<file path="src/rtl/core/fed_pkg.sv">
// Shared types, widths and helpers for the frame euclidean distance unit.
package fed_pkg;

  localparam int PIX_W          = 8;
  localparam int SUM_W          = 38;
  localparam int DIST_W         = 27;
  localparam int SQD_W          = 18;          // four squared byte differences
  localparam int FRAC_W         = 8;           // fraction bits of the distance
  localparam int X_W            = SUM_W + 2 * FRAC_W;
  localparam int ROOT_STEPS     = X_W / 2;     // one result bit per step
  localparam int REM_W          = DIST_W + 2;
  localparam int CNT_W          = $clog2(ROOT_STEPS);
  localparam int MAX_PIXELS_DEF = 1048576;
  localparam longint SQ_PIXEL_MAX = 64'd260100; // 4 * 255 * 255

  // Controller to datapath
  typedef struct packed {
    logic adv;        // input stage moves on
    logic acc_en;     // accumulator takes the staged pixel
    logic root_load;  // frame total goes to the square root unit
    logic root_step;  // one step of the square root
  } cmd_t;

  // Datapath to controller
  typedef struct packed {
    logic last1;      // staged pixel closes the frame
  } sts_t;

  // Squared absolute difference of two bytes
  function automatic logic [2*PIX_W-1:0] sq_diff(input logic [PIX_W-1:0] a,
                                                  input logic [PIX_W-1:0] b);
    logic [PIX_W-1:0] d;
    d = (a >= b) ? (a - b) : (b - a);
    return d * d;
  endfunction

endpackage

</file>
<file path="src/rtl/core/fed_in_if.sv">
// Pixel pair channel: valid, ready and one pixel pair per beat.
interface fed_in_if;
  logic                     valid;
  logic                     ready;
  logic [fed_pkg::PIX_W-1:0] a_red;
  logic [fed_pkg::PIX_W-1:0] a_green;
  logic [fed_pkg::PIX_W-1:0] a_blue;
  logic [fed_pkg::PIX_W-1:0] a_alpha;
  logic [fed_pkg::PIX_W-1:0] b_red;
  logic [fed_pkg::PIX_W-1:0] b_green;
  logic [fed_pkg::PIX_W-1:0] b_blue;
  logic [fed_pkg::PIX_W-1:0] b_alpha;
  logic                     last_pixel;

  modport source (output valid, a_red, a_green, a_blue, a_alpha,
                  b_red, b_green, b_blue, b_alpha, last_pixel, input ready);
  modport sink   (input valid, a_red, a_green, a_blue, a_alpha,
                  b_red, b_green, b_blue, b_alpha, last_pixel, output ready);
endinterface

</file>
<file path="src/rtl/core/fed_out_if.sv">
// Result channel: valid, ready and one frame result per beat.
interface fed_out_if;
  logic                      valid;
  logic                      ready;
  logic [fed_pkg::SUM_W-1:0]  sum_squares;
  logic [fed_pkg::DIST_W-1:0] distance;

  modport source (output valid, sum_squares, distance, input ready);
  modport sink   (input valid, sum_squares, distance, output ready);
endinterface

</file>
<file path="src/rtl/core/fed_ctrl.sv">
// Controller: input stage valid, square root sequencing and result valid.
module fed_ctrl (
  input  logic          clk_i,
  input  logic          rst_ni,
  input  logic          in_valid_i,
  output logic          in_ready_o,
  output logic          out_valid_o,
  input  logic          out_ready_i,
  input  fed_pkg::sts_t sts_i,
  output fed_pkg::cmd_t cmd_o
);
  import fed_pkg::*;

  localparam logic [1:0] ST_IDLE = 2'd0;
  localparam logic [1:0] ST_ROOT = 2'd1;
  localparam logic [1:0] ST_DONE = 2'd2;
  localparam logic [CNT_W-1:0] CntLast = CNT_W'(ROOT_STEPS - 1);

  logic [1:0]       state_q, state_d;
  logic [CNT_W-1:0] cnt_q, cnt_d;
  logic             v1_q, v1_d;
  logic             ready;

  // Stall only when a frame end waits for the busy root unit
  assign ready = !(v1_q && sts_i.last1 && (state_q != ST_IDLE));

  always_comb begin
    cmd_o.adv       = ready;
    cmd_o.acc_en    = ready && v1_q;
    cmd_o.root_load = ready && v1_q && sts_i.last1;
    cmd_o.root_step = (state_q == ST_ROOT);
  end

  assign v1_d        = ready ? in_valid_i : v1_q;
  assign in_ready_o  = ready;
  assign out_valid_o = (state_q == ST_DONE);

  // Square root sequencer
  always_comb begin
    state_d = state_q;
    cnt_d   = cnt_q;
    unique case (state_q)
      ST_IDLE: begin
        if (cmd_o.root_load) begin
          state_d = ST_ROOT;
          cnt_d   = '0;
        end
      end
      ST_ROOT: begin
        cnt_d = cnt_q + 1'b1;
        if (cnt_q == CntLast) begin
          state_d = ST_DONE;
        end
      end
      ST_DONE: begin
        if (out_ready_i) begin
          state_d = ST_IDLE;
        end
      end
      default: begin
        state_d = ST_IDLE;
      end
    endcase
  end

  always_ff @(posedge clk_i or negedge rst_ni) begin
    if (!rst_ni) begin
      state_q <= ST_IDLE;
      cnt_q   <= '0;
      v1_q    <= 1'b0;
    end else begin
      state_q <= state_d;
      cnt_q   <= cnt_d;
      v1_q    <= v1_d;
    end
  end

  // A frame reaches the root unit only while it is free
  a_load_idle : assert property (@(posedge clk_i) disable iff (!rst_ni)
    cmd_o.root_load |-> state_q == ST_IDLE)
    else $error("root load while root unit busy");

  a_load_start : assert property (@(posedge clk_i) disable iff (!rst_ni)
    cmd_o.root_load |=> state_q == ST_ROOT && cnt_q == '0)
    else $error("root unit did not start after load");

  a_root_len : assert property (@(posedge clk_i) disable iff (!rst_ni)
    state_q == ST_ROOT && cnt_q == CntLast |=> state_q == ST_DONE)
    else $error("root unit ran past its step count");

  a_result_taken : assert property (@(posedge clk_i) disable iff (!rst_ni)
    $fell(out_valid_o) |-> $past(out_ready_i))
    else $error("result dropped before it was taken");

endmodule

</file>
<file path="src/rtl/core/fed_dpath.sv">
// Datapath: squared differences, saturating accumulator, digit square root.
module fed_dpath #(
  parameter int unsigned MaxPixels = fed_pkg::MAX_PIXELS_DEF
) (
  input  logic                       clk_i,
  input  logic                       rst_ni,
  input  fed_pkg::cmd_t              cmd_i,
  output fed_pkg::sts_t              sts_o,
  input  logic [fed_pkg::PIX_W-1:0]  a_red_i,
  input  logic [fed_pkg::PIX_W-1:0]  a_green_i,
  input  logic [fed_pkg::PIX_W-1:0]  a_blue_i,
  input  logic [fed_pkg::PIX_W-1:0]  a_alpha_i,
  input  logic [fed_pkg::PIX_W-1:0]  b_red_i,
  input  logic [fed_pkg::PIX_W-1:0]  b_green_i,
  input  logic [fed_pkg::PIX_W-1:0]  b_blue_i,
  input  logic [fed_pkg::PIX_W-1:0]  b_alpha_i,
  input  logic                       last_pixel_i,
  output logic [fed_pkg::SUM_W-1:0]  sum_squares_o,
  output logic [fed_pkg::DIST_W-1:0] distance_o
);
  import fed_pkg::*;

  localparam logic [SUM_W-1:0] SumMax = SUM_W'(64'(MaxPixels) * SQ_PIXEL_MAX);

  logic [SQD_W-1:0]  add1_q, add1_d;
  logic              last1_q;
  logic [SUM_W-1:0]  acc_q;
  logic [SUM_W:0]    sum_wide;
  logic [SUM_W-1:0]  sum_new;
  logic [SUM_W-1:0]  sum_q;
  logic [X_W-1:0]    xs_q;
  logic [REM_W-1:0]  rem_q;
  logic [DIST_W-1:0] root_q;
  logic [REM_W+1:0]  rem_sh;
  logic [REM_W+1:0]  trial;
  logic              take;

  // Input stage: four squared differences of the pixel pair
  assign add1_d = SQD_W'(sq_diff(a_red_i, b_red_i))
                + SQD_W'(sq_diff(a_green_i, b_green_i))
                + SQD_W'(sq_diff(a_blue_i, b_blue_i))
                + SQD_W'(sq_diff(a_alpha_i, b_alpha_i));

  always_ff @(posedge clk_i) begin
    if (cmd_i.adv) begin
      add1_q  <= add1_d;
      last1_q <= last_pixel_i;
    end
  end

  assign sts_o.last1 = last1_q;

  // Saturating accumulate; the running total never exceeds SumMax
  assign sum_wide = {1'b0, acc_q} + (SUM_W + 1)'(add1_q);
  assign sum_new  = (sum_wide >= {1'b0, SumMax}) ? SumMax : sum_wide[SUM_W-1:0];

  always_ff @(posedge clk_i or negedge rst_ni) begin
    if (!rst_ni) begin
      acc_q <= '0;
    end else if (cmd_i.acc_en) begin
      acc_q <= last1_q ? '0 : sum_new;
    end
  end

  // Square root, two radicand bits per step
  assign rem_sh = {rem_q, xs_q[X_W-1 -: 2]};
  assign trial  = (REM_W + 2)'({root_q, 2'b01});
  assign take   = (rem_sh >= trial);

  always_ff @(posedge clk_i) begin
    if (cmd_i.root_load) begin
      sum_q  <= sum_new;
      xs_q   <= {sum_new, {(2 * FRAC_W){1'b0}}};
      rem_q  <= '0;
      root_q <= '0;
    end else if (cmd_i.root_step) begin
      xs_q   <= {xs_q[X_W-3:0], 2'b00};
      rem_q  <= take ? REM_W'(rem_sh - trial) : rem_sh[REM_W-1:0];
      root_q <= {root_q[DIST_W-2:0], take};
    end
  end

  assign sum_squares_o = sum_q;
  assign distance_o    = root_q;

  // The total stays within the saturation bound
  a_acc_bound : assert property (@(posedge clk_i) disable iff (!rst_ni)
    acc_q <= SumMax)
    else $error("accumulator above saturation bound");

  a_root_rem : assert property (@(posedge clk_i) disable iff (!rst_ni)
    cmd_i.root_step |=> {1'b0, rem_q} <= {root_q, 1'b0})
    else $error("root remainder out of range");

  a_frame_clear : assert property (@(posedge clk_i) disable iff (!rst_ni)
    cmd_i.root_load |=> acc_q == '0)
    else $error("accumulator not cleared at frame end");

endmodule

</file>
<file path="src/rtl/core/frame_euclidean_distance_unit.sv">
// Top level of the frame euclidean distance unit.
//
//   channel | dir | beat content                                | ends frame
//   in_i    | in  | a/b red, green, blue, alpha bytes, last_pixel | last_pixel
//   out_o   | out | sum_squares (38 b), distance (27 b, 8 frac)   | one per frame
//
// One pixel pair is taken per cycle through a one-deep input stage while not stalled.
// A frame end hands the saturated total to a digit-serial square root;
// the next frame accumulates meanwhile.
// A further frame end stalls the input until the previous result is taken.
// rst_ni clears the total, the stage valid and the sequencer; no clearing pass.
module frame_euclidean_distance_unit #(
  parameter int unsigned MaxPixels = fed_pkg::MAX_PIXELS_DEF
) (
  input  logic clk_i,
  input  logic rst_ni,
  fed_in_if.sink    in_i,
  fed_out_if.source out_o
);
  import fed_pkg::*;

  cmd_t cmd;
  sts_t sts;

  fed_ctrl u_ctrl (
    .clk_i       (clk_i),
    .rst_ni      (rst_ni),
    .in_valid_i  (in_i.valid),
    .in_ready_o  (in_i.ready),
    .out_valid_o (out_o.valid),
    .out_ready_i (out_o.ready),
    .sts_i       (sts),
    .cmd_o       (cmd)
  );

  fed_dpath #(
    .MaxPixels (MaxPixels)
  ) u_dpath (
    .clk_i         (clk_i),
    .rst_ni        (rst_ni),
    .cmd_i         (cmd),
    .sts_o         (sts),
    .a_red_i       (in_i.a_red),
    .a_green_i     (in_i.a_green),
    .a_blue_i      (in_i.a_blue),
    .a_alpha_i     (in_i.a_alpha),
    .b_red_i       (in_i.b_red),
    .b_green_i     (in_i.b_green),
    .b_blue_i      (in_i.b_blue),
    .b_alpha_i     (in_i.b_alpha),
    .last_pixel_i  (in_i.last_pixel),
    .sum_squares_o (out_o.sum_squares),
    .distance_o    (out_o.distance)
  );

endmodule
</file>
<file path="src/flat_wrapper.sv">
// flat-port wrapper written by rule: the top's interface ports become plain ports
module frame_euclidean_distance_unit_flat import fed_pkg::*;
#(
  parameter int unsigned MaxPixels = fed_pkg::MAX_PIXELS_DEF
)
  (clk_i, rst_ni, in_i_valid, in_i_a_red, in_i_a_green, in_i_a_blue, in_i_a_alpha, in_i_b_red, in_i_b_green, in_i_b_blue, in_i_b_alpha, in_i_last_pixel, in_i_ready, out_o_valid, out_o_sum_squares, out_o_distance, out_o_ready);
  fed_in_if in_i_i ();
  fed_out_if out_o_i ();
  input  logic clk_i;
  input  logic rst_ni;
  input wire logic [$bits(in_i_i.valid)-1:0] in_i_valid;
  input wire logic [$bits(in_i_i.a_red)-1:0] in_i_a_red;
  input wire logic [$bits(in_i_i.a_green)-1:0] in_i_a_green;
  input wire logic [$bits(in_i_i.a_blue)-1:0] in_i_a_blue;
  input wire logic [$bits(in_i_i.a_alpha)-1:0] in_i_a_alpha;
  input wire logic [$bits(in_i_i.b_red)-1:0] in_i_b_red;
  input wire logic [$bits(in_i_i.b_green)-1:0] in_i_b_green;
  input wire logic [$bits(in_i_i.b_blue)-1:0] in_i_b_blue;
  input wire logic [$bits(in_i_i.b_alpha)-1:0] in_i_b_alpha;
  input wire logic [$bits(in_i_i.last_pixel)-1:0] in_i_last_pixel;
  output wire logic [$bits(in_i_i.ready)-1:0] in_i_ready;
  output wire logic [$bits(out_o_i.valid)-1:0] out_o_valid;
  output wire logic [$bits(out_o_i.sum_squares)-1:0] out_o_sum_squares;
  output wire logic [$bits(out_o_i.distance)-1:0] out_o_distance;
  input wire logic [$bits(out_o_i.ready)-1:0] out_o_ready;
  assign in_i_i.valid = in_i_valid;
  assign in_i_i.a_red = in_i_a_red;
  assign in_i_i.a_green = in_i_a_green;
  assign in_i_i.a_blue = in_i_a_blue;
  assign in_i_i.a_alpha = in_i_a_alpha;
  assign in_i_i.b_red = in_i_b_red;
  assign in_i_i.b_green = in_i_b_green;
  assign in_i_i.b_blue = in_i_b_blue;
  assign in_i_i.b_alpha = in_i_b_alpha;
  assign in_i_i.last_pixel = in_i_last_pixel;
  assign in_i_ready = in_i_i.ready;
  assign out_o_valid = out_o_i.valid;
  assign out_o_sum_squares = out_o_i.sum_squares;
  assign out_o_distance = out_o_i.distance;
  assign out_o_i.ready = out_o_ready;
  frame_euclidean_distance_unit #(.MaxPixels(MaxPixels)) u_core (.clk_i(clk_i), .rst_ni(rst_ni), .in_i(in_i_i), .out_o(out_o_i));
endmodule
</file>
<file path="config.mk">
export PLATFORM = sky130hd
export DESIGN_NAME = frame_euclidean_distance_unit_flat
export DESIGN_NICKNAME = d
export VERILOG_FILES = /design/src/rtl/core/fed_pkg.sv /design/src/rtl/core/fed_in_if.sv /design/src/rtl/core/fed_out_if.sv /design/src/rtl/core/fed_ctrl.sv /design/src/rtl/core/fed_dpath.sv /design/src/rtl/core/frame_euclidean_distance_unit.sv /design/src/flat_wrapper.sv
export SDC_FILE = /design/constraint.sdc
export NUM_CORES = 1
export LEC_CHECK = 0
export CAP_MARGIN = 10
export CORE_UTILIZATION = 31
export CTS_CLUSTER_SIZE = 40
export DETAILED_ROUTE_END_ITERATION = 8
export DONT_BUFFER_PORTS = 1
export GPL_TIMING_DRIVEN = 0
export PLACE_DENSITY = 0.46
export SYNTH_ARGS = -nofsm -noshare
export SYNTH_HDL_FRONTEND = slang
export SYNTH_SLANG_ARGS = --single-unit
</file>
<file path="constraint.sdc">
create_clock -name clk_i -period 10.6 [get_ports clk_i]
set_input_delay 1.06 -clock clk_i [delete_from_list [all_inputs] [get_ports clk_i]]
set_output_delay 1.06 -clock clk_i [all_outputs]
set_load 0.005 [all_outputs]
</file>
### Yosys cells after proc, flatten, opt, wreduce, memory -nomap -nowiden

Index checks and enable logic that the tools add are counted.

| storage, ports and cells | value |
|---|---|
| register bits | 197 |
| bits in latches | 0 |
| bits in writable memories | 0 |
| bits in read-only memories | 0 |
| bits of input ports | 69 |
| logic and storage cells | 66 |
| memories | 0 |

| cells by class | value |
|---|---|
| add/sub/neg operators | 14 |
| multiply operators | 4 |
| div/mod/pow operators | 0 |
| order comparisons | 6 |
| equal/unequal tests | 6 |
| shifts and indexed selects | 0 |
| mux-type cells | 15 |
| bitwise gates (word level) | 0 |
| reduce and logical (&&, ||, !) cells | 11 |

Operator list:

| kind | count |
|---|---|
| $mux 54 | 2 |
| $mux 38 | 2 |
| $mul 8x8->16 | 4 |
| $sub 8x8->8 | 8 |
| $add 38x18->39 | 1 |
| $ge 39x38->1 const B | 1 |
| $ge 8x8->1 | 4 |
| $mux 8 | 4 |
| $ge 31x29->1 | 1 |
| $mux 29 | 1 |
| $sub 29x29->29 | 1 |
| $add 17x16->18 | 1 |
| $add 18x16->18 | 1 |
| $add 16x16->17 | 1 |
| $pmux 5 s2 | 1 |
| $mux 2 | 3 |
| $pmux 2 s3 | 1 |
| $reduce_bool 2->1 | 3 |
| $add 5x1->5 const B | 1 |
| $eq 5x5->1 const B | 1 |
| $mux 5 | 1 |
| $logic_and 1x1->1 | 4 |
| $ne 2x1->1 const B | 2 |
| $reduce_and 3->1 | 1 |
| other kinds (6) | 6 |

### Depth between registers and ports, before layout

Gate-level depths: netlist (run 1).

| depth | value |
|---|---|
| depth in word-level cells | 7 |
| mapped depth | 41 |
| gate-level depth less buffers | 39 |

### Modules after synthesis

From an unflattened synthesis (run 1), not the netlist that was laid out.

| second synthesis, totals | value |
|---|---|
| cell total of the unflattened synthesis | 2239 |
| area total of the unflattened synthesis | 20519.7 sq um |

By module, submodules not included:

| module | times used | cells an instance | area an instance (sq um) |
|---|---|---|---|
| fed_dpath | 1 | 2197 | 20095.5 |
| fed_ctrl | 1 | 42 | 424.2 |

### Worst setup path before layout (run 1)

Ideal clock, no wire load.

| path | value |
|---|---|
| path kind | in2reg |
| start point | input in_i_a_red[0] |
| end point | register u_core.u_dpath.add1_q[16] (data pin) |
| setup time | 258 ps |
| arrival time | 10082 ps |
| data required time | 10342 ps |
| setup slack | 261 ps |
| stages on the path | 37 |
| path buffers | 0 |
| cells stage by stage | inv_1 -> ha_1 -> inv_1 -> fa_1 -> a21o_1 -> a21o_1 -> a21o_1 -> a211o_1 -> a31oi_4 -> o211ai_1 -> a31o_1 -> a22o_1 -> o31ai_4 -> xnor2_2 -> nand2b_1 -> fa_1 -> inv_1 -> fa_1 -> fa_1 -> inv_1 -> fa_1 -> inv_1 -> fa_1 -> fa_1 -> fa_1 -> inv_1 -> fa_1 -> inv_1 -> ha_1 -> a21oi_1 -> nand2b_1 -> a21boi_0 -> o31a_1 -> or4_1 -> a31o_2 -> a21oi_1 -> xnor2_1 |

| between the ends | value |
|---|---|
| cells in the longest elaborated chain, start to end | 6 |
| elaborated cells between the ends (all ways) | 8 |

RTL lines:

| element | line | RTL |
|---|---|---|
| from (decl) | flat_wrapper.sv:12 | `input wire logic [$bits(in_i_i.a_red)-1:0] in_i_a_red;` |
| $sub 8x8->8 or $ge 8x8->1 (tied branches) | fed_pkg.sv:33 | `d = (a >= b) ? (a - b) : (b - a);` |
| $mux 8 (*) | fed_pkg.sv:33 |  |
| $mul 8x8->16 (*) | fed_pkg.sv:34 | `return d * d;` |
| $add 16x16->17 (*) | fed_dpath.sv:40 | `+ SQD_W'(sq_diff(a_green_i, b_green_i))` |
| $add 17x16->18 (*) | fed_dpath.sv:41 | `+ SQD_W'(sq_diff(a_blue_i, b_blue_i))` |
| $add 18x16->18 (*) | fed_dpath.sv:42 | `+ SQD_W'(sq_diff(a_alpha_i, b_alpha_i));` |
| net u_core.u_dpath.add1_d[16] | fed_dpath.sv:25 | `logic [SQD_W-1:0] add1_q, add1_d;` |
| to (signal assigned) | fed_dpath.sv:46 | `add1_q <= add1_d;` |
| to (decl) | fed_dpath.sv:25 |  |

The timed path passes the listed nets; every way through them passes the cells marked *.
A chain may end at the register's enable or synchronous reset.

### Worst setup path in the final report (run 1)

Ends and elaborated chain as after synthesis.

==> impl_metrics.yaml, run 1 <==
synthesis:
  synth_flop_cell: "edfxtp_1"
  synthCells: 2165
  yosysTopAreaCellShare_pct: 19.3
  synth-edff-count: 95
  ys_warn_count: 0
  syn_nets: 2639
  avgSynthCellArea_um2: 9.27
  synth_seq_cells: 197
  synth_area_leaders: "fa_1, edfxtp_1, ha_1"
  async_flop_share_pct: 23.4
  synth_seq_area_share_pct: 25.5
  synth.largest_area_cell: "fa_1"
  netlist_area_mm2: 0.0201
  ys_types: 82
clock_network:
  cts_hold_buf: 0
  cts_tree: "done"
  cts_buffers: 17
  clkSinkCount: 197
  path_clk_slew_ns: 0.08
  clockBufferDepth: 2
  htree_num_levels: 4
  clock_tree.root_cell: "clkbuf_16"
  clk_latency_ns: 0.47
cells_and_area:
  instances_no_fill: 3072
  final_common_cell: "inv_1"
  syn2layout_area_growth_pct: 11.2
  post-route-util_pct: 35.1
  final_nets: 2687
  drive_above_1_share_pct: 7.91
  final_cell_mix: "inv_1, ha_1, nor2_1"
  num_antenna_cells: 0
detailed_routing:
  vias: 14900
  avgViaCountPerCell: 4.86
  wl_per_cell_um: 16.8
  ant_nets: 0
  wl_um: 51600
  initialDrtViolationCount: 710
  drt-pass1-iter-count: 5
  drc: 0
critical_path:
  crit_path_max_incr_delay_ns: 0.59
  cp_data_required_time_ns: 10.81
  criticalPathCategory: "in2reg"
  crit_fanout: 8
  worst_setup_path_end_kind: "flop"
  cpMaxStageDelayCell: "fa_1"
  path_common_cell: "fa_1"
  arrival_ns: 10.41
  startpoint_type: "input port"
status:
  status: "finished, final reports clean"
global_route:
  gr-usage-all-layers_pct: 16.0
  grt_start_max_net_pins: 47
  grt_pass1_vias: 15600
  grt.overflow.total: 0
  antenna_found_initial: 0
  grt_pass1_wl_um: 83600
floorplanning:
  dieArea_mm2: 0.0657
  die_h_um: 256
  initial_core_util_pct: 31.6
  core_mm2: 0.0635
  die_w_um: 256
  ios: 136
  num_rows: 92
timing:
  period_needed_ns: 10.20
  tightest_slew_ns: 1.13
  clock.fmax_ghz: 0.0980
  drv_slew: 0
  fin_crit_sh_pct: 96.2
  hold_viol: 0
  setup_viol: 0
  relSlewSlack_pct: 24.1
  clock_skew_ns: 0.0162
placed_design:
  dp.cells: 3015
  place_congestion: 0.873
  port_buffers: 0
  dp.final_hpwl_um: 42200
min_path:
  hold_class: "in2async"
flow_run:
  maxCapViolCount: 0
## registers in the layout, summed over array words and instances (netlist names)
| name | count |
|---|---|
| u_core.u_ctrl.cnt_q | 5 |
| u_core.u_ctrl.state_q | 2 |
| u_core.u_ctrl.v1_q | 1 |
| u_core.u_dpath.acc_q | 38 |
| u_core.u_dpath.add1_q | 18 |
| u_core.u_dpath.distance_o | 27 |
| u_core.u_dpath.rem_q | 29 |
| u_core.u_dpath.sts_o | 1 |
| u_core.u_dpath.sum_squares_o | 38 |
| u_core.u_dpath.xs_q | 38 |
## critical path: cells and delay by family
kind,cells,cell delay [ns]
fa+ha+maj,11,4.97
xor+xnor,2,0.27
buf+inv,8,0.50
compound gates,13,2.82
simple gates,3,0.79
## worst paths after layout
kind / slack, ns / depth (start not counted) / end / start
setup / recovery: 0.40 / 37 / u_core.u_dpath.add1_q[16] / in_i_a_red[0]
hold / removal: 0.28 / 0 / u_core.u_dpath.acc_q[4] / rst_ni
setup reg to reg: 6.05 / 15 / u_core.u_dpath.xs_q[39] / u_core.u_dpath.acc_q[0]
hold reg to reg: 0.48 / 2 / u_core.u_dpath.rem_q[26] / u_core.u_dpath.rem_q[26]
max in group asynchronous: 10.21 / 0 / u_core.u_dpath.acc_q[16] / rst_ni
min in group clk_i: 0.48 / 2 / u_core.u_dpath.rem_q[26] / u_core.u_dpath.rem_q[26]
## per-stage QoR
step	setup TNS [ns]	hold WS, ns	worst slack (ns)	instance area [um2]
6_report	0	0.282	0.399	22300
5_1_grt	-0.0258	0.253	-0.0258	22300
4_1_cts	0	0.251	0.0379	21900
3_5_place_dp	-6.15	0.478	-1.25	21200
3_3_place_gp	-5.53	0.474	-1.17	21100
2_1_floorplan	0	0.448	0.261	20100
## cell usage after synthesis (all sizes together), types with 15 or more instances
cell,count
inv,401
ha,212
nor2,197
fa,193
nand2,125
a21oi,119
o21ai,102
edfxtp,95
xnor2,67
dfxtp,56
clkbuf,48
dfrtp,46
xor2,43
a21o,41
o31ai,32
o22ai,31
nand2b,29
mux2i,27
nor3,25
nand3,22
a22o,19
or2,18
a211oi,17
nor2b,17
a31oi,16
and2,16
nand4,16
buf,15
## area by class of cell
cell class | count | area (um2)
fillers | 6587 | 41200
multi-input cells | 1504 | 13500
flip-flops and latches | 197 | 5120
inverters | 402 | 1510
well taps | 846 | 1060
clock buffers | 17 | 425
repair buffers | 31 | 285
plain buffers | 60 | 258
clock inverters | 15 | 125
## kinds of logic after synthesis
family | share of synthesized area [%]
adder cells (fa/ha/maj) | 32.5
flip-flops | 25.5
XOR/XNOR | 4.92
multiplexers | 2.08
buffers and inverters | 8.83
AND/OR/NAND/NOR | 11.4
AO/OA/AOI/OAI | 14.7
## routing by layer
layer	GRT usage, %	share of wire [%]
met1	20.2	45
met2	28.8	51
met3	1.86	2.8
met4	4.08	1.6
met5	0	0
## timing repair
item,in CTS,in global routing
pin swaps,4,20
resized for setup,21,47
endpoints found under the setup margin,6,5
setup buffers,6,21
cloned,0,1
Power of run 1 is not shown: default switching activity piles up to over one toggle a cycle in this logic, so the estimate is an artifact.
==> run 2, diff against run 1 <==
Settings changed: PLACE_DENSITY 0.46 to not set, PLACE_DENSITY_LB_ADDON set to 0.3.
==> impl_metrics.yaml, run 2 (same netlist as run 1, synthesis figures left out) <==
cells_and_area:
  seq_area_mm2: 0.00512
  instances_no_fill: 3063
  nFillCells: 6597
  num_antenna_cells: 0
  drive_above_1_share_pct: 7.13
  syn2layout_area_growth_pct: 10.6
  final_nets: 2678
  multi_input_area_mm2: 0.0134
  final_common_cell: "inv_1"
  final_cell_mix: "inv_1, ha_1, nor2_1"
timing:
  setup_viol: 0
  setup_slack_ns: 0.407
  fin_crit_sh_pct: 96.2
  clock_skew_ns: 0.0188
  drv_slew: 0
  hold_viol: 0
  tightest_slew_ns: 1.05
  clock.fmax_ghz: 0.0981
  period_needed_ns: 10.19
  relSlewSlack_pct: 29.7
  tns_ns: 0
clock_network:
  clk_latency_ns: 0.47
  path_clk_slew_ns: 0.09
  cts_buffers: 17
  cts_tree: "done"
  clock_tree.root_cell: "clkbuf_16"
  clkSinkCount: 197
  htree_num_levels: 4
  clockBufferDepth: 2
critical_path:
  r2r_end: "u_core.u_dpath.acc_q[21]"
  cpMaxStageDelayCell: "fa_1"
  arrival_ns: 10.40
  r2r_cells: 14
  startpoint_type: "input port"
  worst_setup_path_end_kind: "flop"
  path_common_cell: "fa_1"
  cp_data_required_time_ns: 10.81
  criticalPathCategory: "in2reg"
  crit_path_max_incr_delay_ns: 0.55
  r2r_setup_slack_ns: 5.97
  crit_fanout: 8
  r2r-start: "u_core.u_dpath.acc_q[0]"
global_route:
  antenna_found_initial: 1
  grt.overflow.total: 0
  grt_pass1_wl_um: 80800
  grt_pass1_vias: 15700
  grt_start_max_net_pins: 47
  gr-usage-all-layers_pct: 15.3
floorplanning:
  num_rows: 92
  ios: 136
  core_mm2: 0.0635
  die_h_um: 256
  initial_core_util_pct: 31.6
  dieArea_mm2: 0.0657
  die_w_um: 256
placed_design:
  place_congestion: 0.895
  port_buffers: 0
  dp.cells: 3015
  place_ws_ns: -1.10
  dp.final_hpwl_um: 40200
detailed_routing:
  wl_um: 49100
  avgViaCountPerCell: 4.90
  initialDrtViolationCount: 814
  drc: 0
  wl_per_cell_um: 16.0
  drt-pass1-iter-count: 5
  ant_nets: 0
  vias: 15000
flow_run:
  maxCapViolCount: 0
status:
  status: "finished, final reports clean"
min_path:
  hold_class: "in2async"
==> run 2: how the worst max path moves through the flow <==
stage	from	endpoint	slack, ns	cells past startpoint
after floorplan	in_i_a_red[0]	u_core.u_dpath.add1_q[16]	0.26	37
after global placement	in_i_b_alpha[0]	u_core.u_dpath.add1_q[17]	-1.00	37
after detailed placement	in_i_b_alpha[0]	u_core.u_dpath.add1_q[17]	-1.10	37
after CTS	in_i_b_blue[0]	u_core.u_dpath.add1_q[17]	0.005	34
after global routing	in_i_a_red[0]	u_core.u_dpath.add1_q[17]	-0.04	40
final	in_i_a_red[0]	u_core.u_dpath.add1_q[16]	0.41	38
==> run 2: worst max-delay path: cells and delay by family <==
family / cells / cell delay (ns)
AO/OA/AOI/OAI: 13 / 2.90
XOR/XNOR: 2 / 0.27
adder cells (fa/ha/maj): 11 / 4.81
buffers and inverters: 8 / 0.53
multiplexers: 1 / 0.09
AND/OR/NAND/NOR: 3 / 0.74
==> run 2: metal layers <==
metal / global-route usage (%) / up-vias / share of wire (%)
li1: - / 7246 / -
met4: 4.05 / 0 / 1.7
met5: 0 / - / 0
met3: 1.81 / 46 / 3.7
met1: 19.6 / 7417 / 45
met2: 27.1 / 310 / 50
==> run 2: final cells by class <==
type | instances | share of cell area (%)
inverter | 402 | 6.80
timing repair buffer | 23 | 0.908
buffer | 60 | 1.16
sequential | 197 | 23.1
multi-input combinational | 1503 | 60.6
clock buffer | 18 | 1.93
clock inverter | 14 | 0.761
tap | 846 | 4.77
==> run 2: timing repair <==
| item | in CTS | in global routing |
|---|---|---|
| hold buffers | 0 | 0 |
| buffers inserted | 5 | 14 |
| pin swaps | 3 | 17 |
| setup endpoints to repair | 5 | 5 |
| gates resized for setup | 14 | 44 |
==> run 2: stage by stage <==
step	area, um2	utilization, %	hold WS (ns)
global route	22200	34.9	0.256
detailed placement	21200	33.3	0.472
finish	22200	34.9	0.279
floorplan	20100	-	0.448
global placement	21100	33.2	0.472
CTS	21900	34.5	0.250
Power of run 2 is left out for the same reason.
==> run 3, diff against run 2 <==
Settings changed: CORE_UTILIZATION 31 to 45.
==> impl_metrics.yaml, run 3 (same netlist as run 1, synthesis figures left out) <==
floorplanning:
  dieArea_mm2: 0.0454
  die_w_um: 213
  num_rows: 76
  die_h_um: 213
  ios: 136
  core_mm2: 0.0436
  initial_core_util_pct: 46.1
global_route:
  grt_pass1_wl_um: 77100
  grt_start_max_net_pins: 47
  grt_pass1_vias: 15500
  grt.overflow.total: 0
  gr-usage-all-layers_pct: 21.5
  antenna_found_initial: 0
detailed_routing:
  wl_um: 46400
  vias: 15200
  drc: 0
  initialDrtViolationCount: 947
  ant_nets: 0
  wl_per_cell_um: 16.5
  drt-pass1-iter-count: 6
  avgViaCountPerCell: 5.41
timing:
  setup_viol: 0
  drv_slew: 0
  clock.fmax_ghz: 0.0980
  relSlewSlack_pct: 28.7
  period_needed_ns: 10.20
  fin_crit_sh_pct: 96.3
  hold_viol: 0
  clock_skew_ns: 0.0186
  tightest_slew_ns: 1.06
cells_and_area:
  final_common_cell: "inv_1"
  post-route-util_pct: 50.2
  syn2layout_area_growth_pct: 9.01
  nFillCells: 4139
  final_nets: 2682
  multi_input_area_mm2: 0.0134
  final_cell_mix: "inv_1, ha_1, nor2_1"
  drive_above_1_share_pct: 7.16
  seq_area_mm2: 0.00512
  num_antenna_cells: 0
critical_path:
  worst_setup_path_end_kind: "flop"
  arrival_ns: 10.41
  criticalPathCategory: "in2reg"
  path_common_cell: "fa_1"
  crit_path_max_incr_delay_ns: 0.54
  crit_fanout: 7
  r2r_end: "u_core.u_dpath.sum_squares_o[1]"
  r2r-start: "u_core.u_dpath.acc_q[0]"
  cpMaxStageDelayCell: "fa_1"
  r2r_cells: 15
  cp_data_required_time_ns: 10.81
  startpoint_type: "input port"
  crit_start: "in_i_a_red[0]"
  r2r_setup_slack_ns: 6.09
clock_network:
  cts_hold_buf: 0
  clk_latency_ns: 0.47
  cts_tree: "done"
  clock_tree.root_cell: "clkbuf_16"
  cts_buffers: 17
  clkSinkCount: 197
  path_clk_slew_ns: 0.08
  htree_num_levels: 4
  clockBufferDepth: 2
min_path:
  hold_class: "in2async"
flow_run:
  maxCapViolCount: 0
placed_design:
  port_buffers: 0
  place_congestion: 0.916
  dp.final_hpwl_um: 37900
status:
  status: "finished, final reports clean"
==> run 3: cell count changes in the layout (fill, tap and decap cells not counted), moves of 2 or more <==
cell | before | now
xnor2_2 | 11 | 9
inv_8 | 4 | 1
clkinv_1 | 3 | 1
inv_6 | 0 | 3
clkbuf_8 | 0 | 2
buf_12 | 2 | 0
clkinvlp_4 | 3 | 0
xnor2_1 | 53 | 56
clkinv_4 | 2 | 4
buf_16 | 0 | 2
==> run 3: stage by stage <==
stage	setup slack (ns)	setup TNS [ns]	std cells	hold WS, ns	instance area [um2]
4_1_cts	0.00351	0	2790	0.273	21600
2_1_floorplan	0.261	0	2165	0.448	20100
6_report	0.395	0	2806	0.287	21900
3_5_place_dp	-0.928	-3.93	2754	0.476	20900
5_1_grt	-0.0323	-0.0481	2806	0.269	21900
3_3_place_gp	-0.798	-3.12	2750	0.466	20800
==> run 3: how the worst max path moves through the flow <==
stage | to | slack, ns
2_1_floorplan | u_core.u_dpath.add1_q[16] | 0.26
3_3_place_gp | u_core.u_dpath.add1_q[17] | -0.80
3_5_place_dp | u_core.u_dpath.add1_q[17] | -0.93
4_1_cts | u_core.u_dpath.add1_q[17] | 0.004
5_1_grt | u_core.u_dpath.add1_q[16] | -0.03
6_report | u_core.u_dpath.add1_q[16] | 0.40
==> run 3: per-layer routing <==
| layer | up-vias | track usage (%) | wire length, um | share of wire, % |
|---|---|---|---|---|
| met4 | 0 | 5.89 | 900 | 1.9 |
| met2 | 361 | 38.4 | 23800 | 51 |
| met3 | 55 | 2.53 | 1970 | 4.2 |
| met1 | 7493 | 27.3 | 19800 | 43 |
| met5 | - | 0 | 0 | 0 |
| li1 | 7271 | - | - | - |
==> run 3: critical path: cells and delay by family <==
kind | cells | cell delay [ns]
and+or+nand+nor | 3 | 0.73
AOI/OAI and AO/OA | 13 | 2.93
buffers and inverters | 8 | 0.49
xor gates and xnor gates | 2 | 0.24
adders and majority gates | 11 | 4.83
muxes | 1 | 0.09
==> run 3: layout make-up <==
| cell class | instances | share of cell area, % |
|---|---|---|
| sequential | 197 | 23.4 |
| clock buffer | 20 | 2.09 |
| buffer | 61 | 1.20 |
| inverter | 402 | 6.90 |
| multi-input combinational | 1503 | 61.3 |
| clock inverter | 12 | 0.641 |
| tap | 585 | 3.35 |
| timing repair buffer | 26 | 1.11 |
==> run 3: repair_timing <==
action / CTS / global route
gates resized for setup: 13 / 39
setup buffers: 5 / 17
pin swaps: 3 / 16
setup endpoints to repair: 4 / 6
Power of run 3 is left out for the same reason.
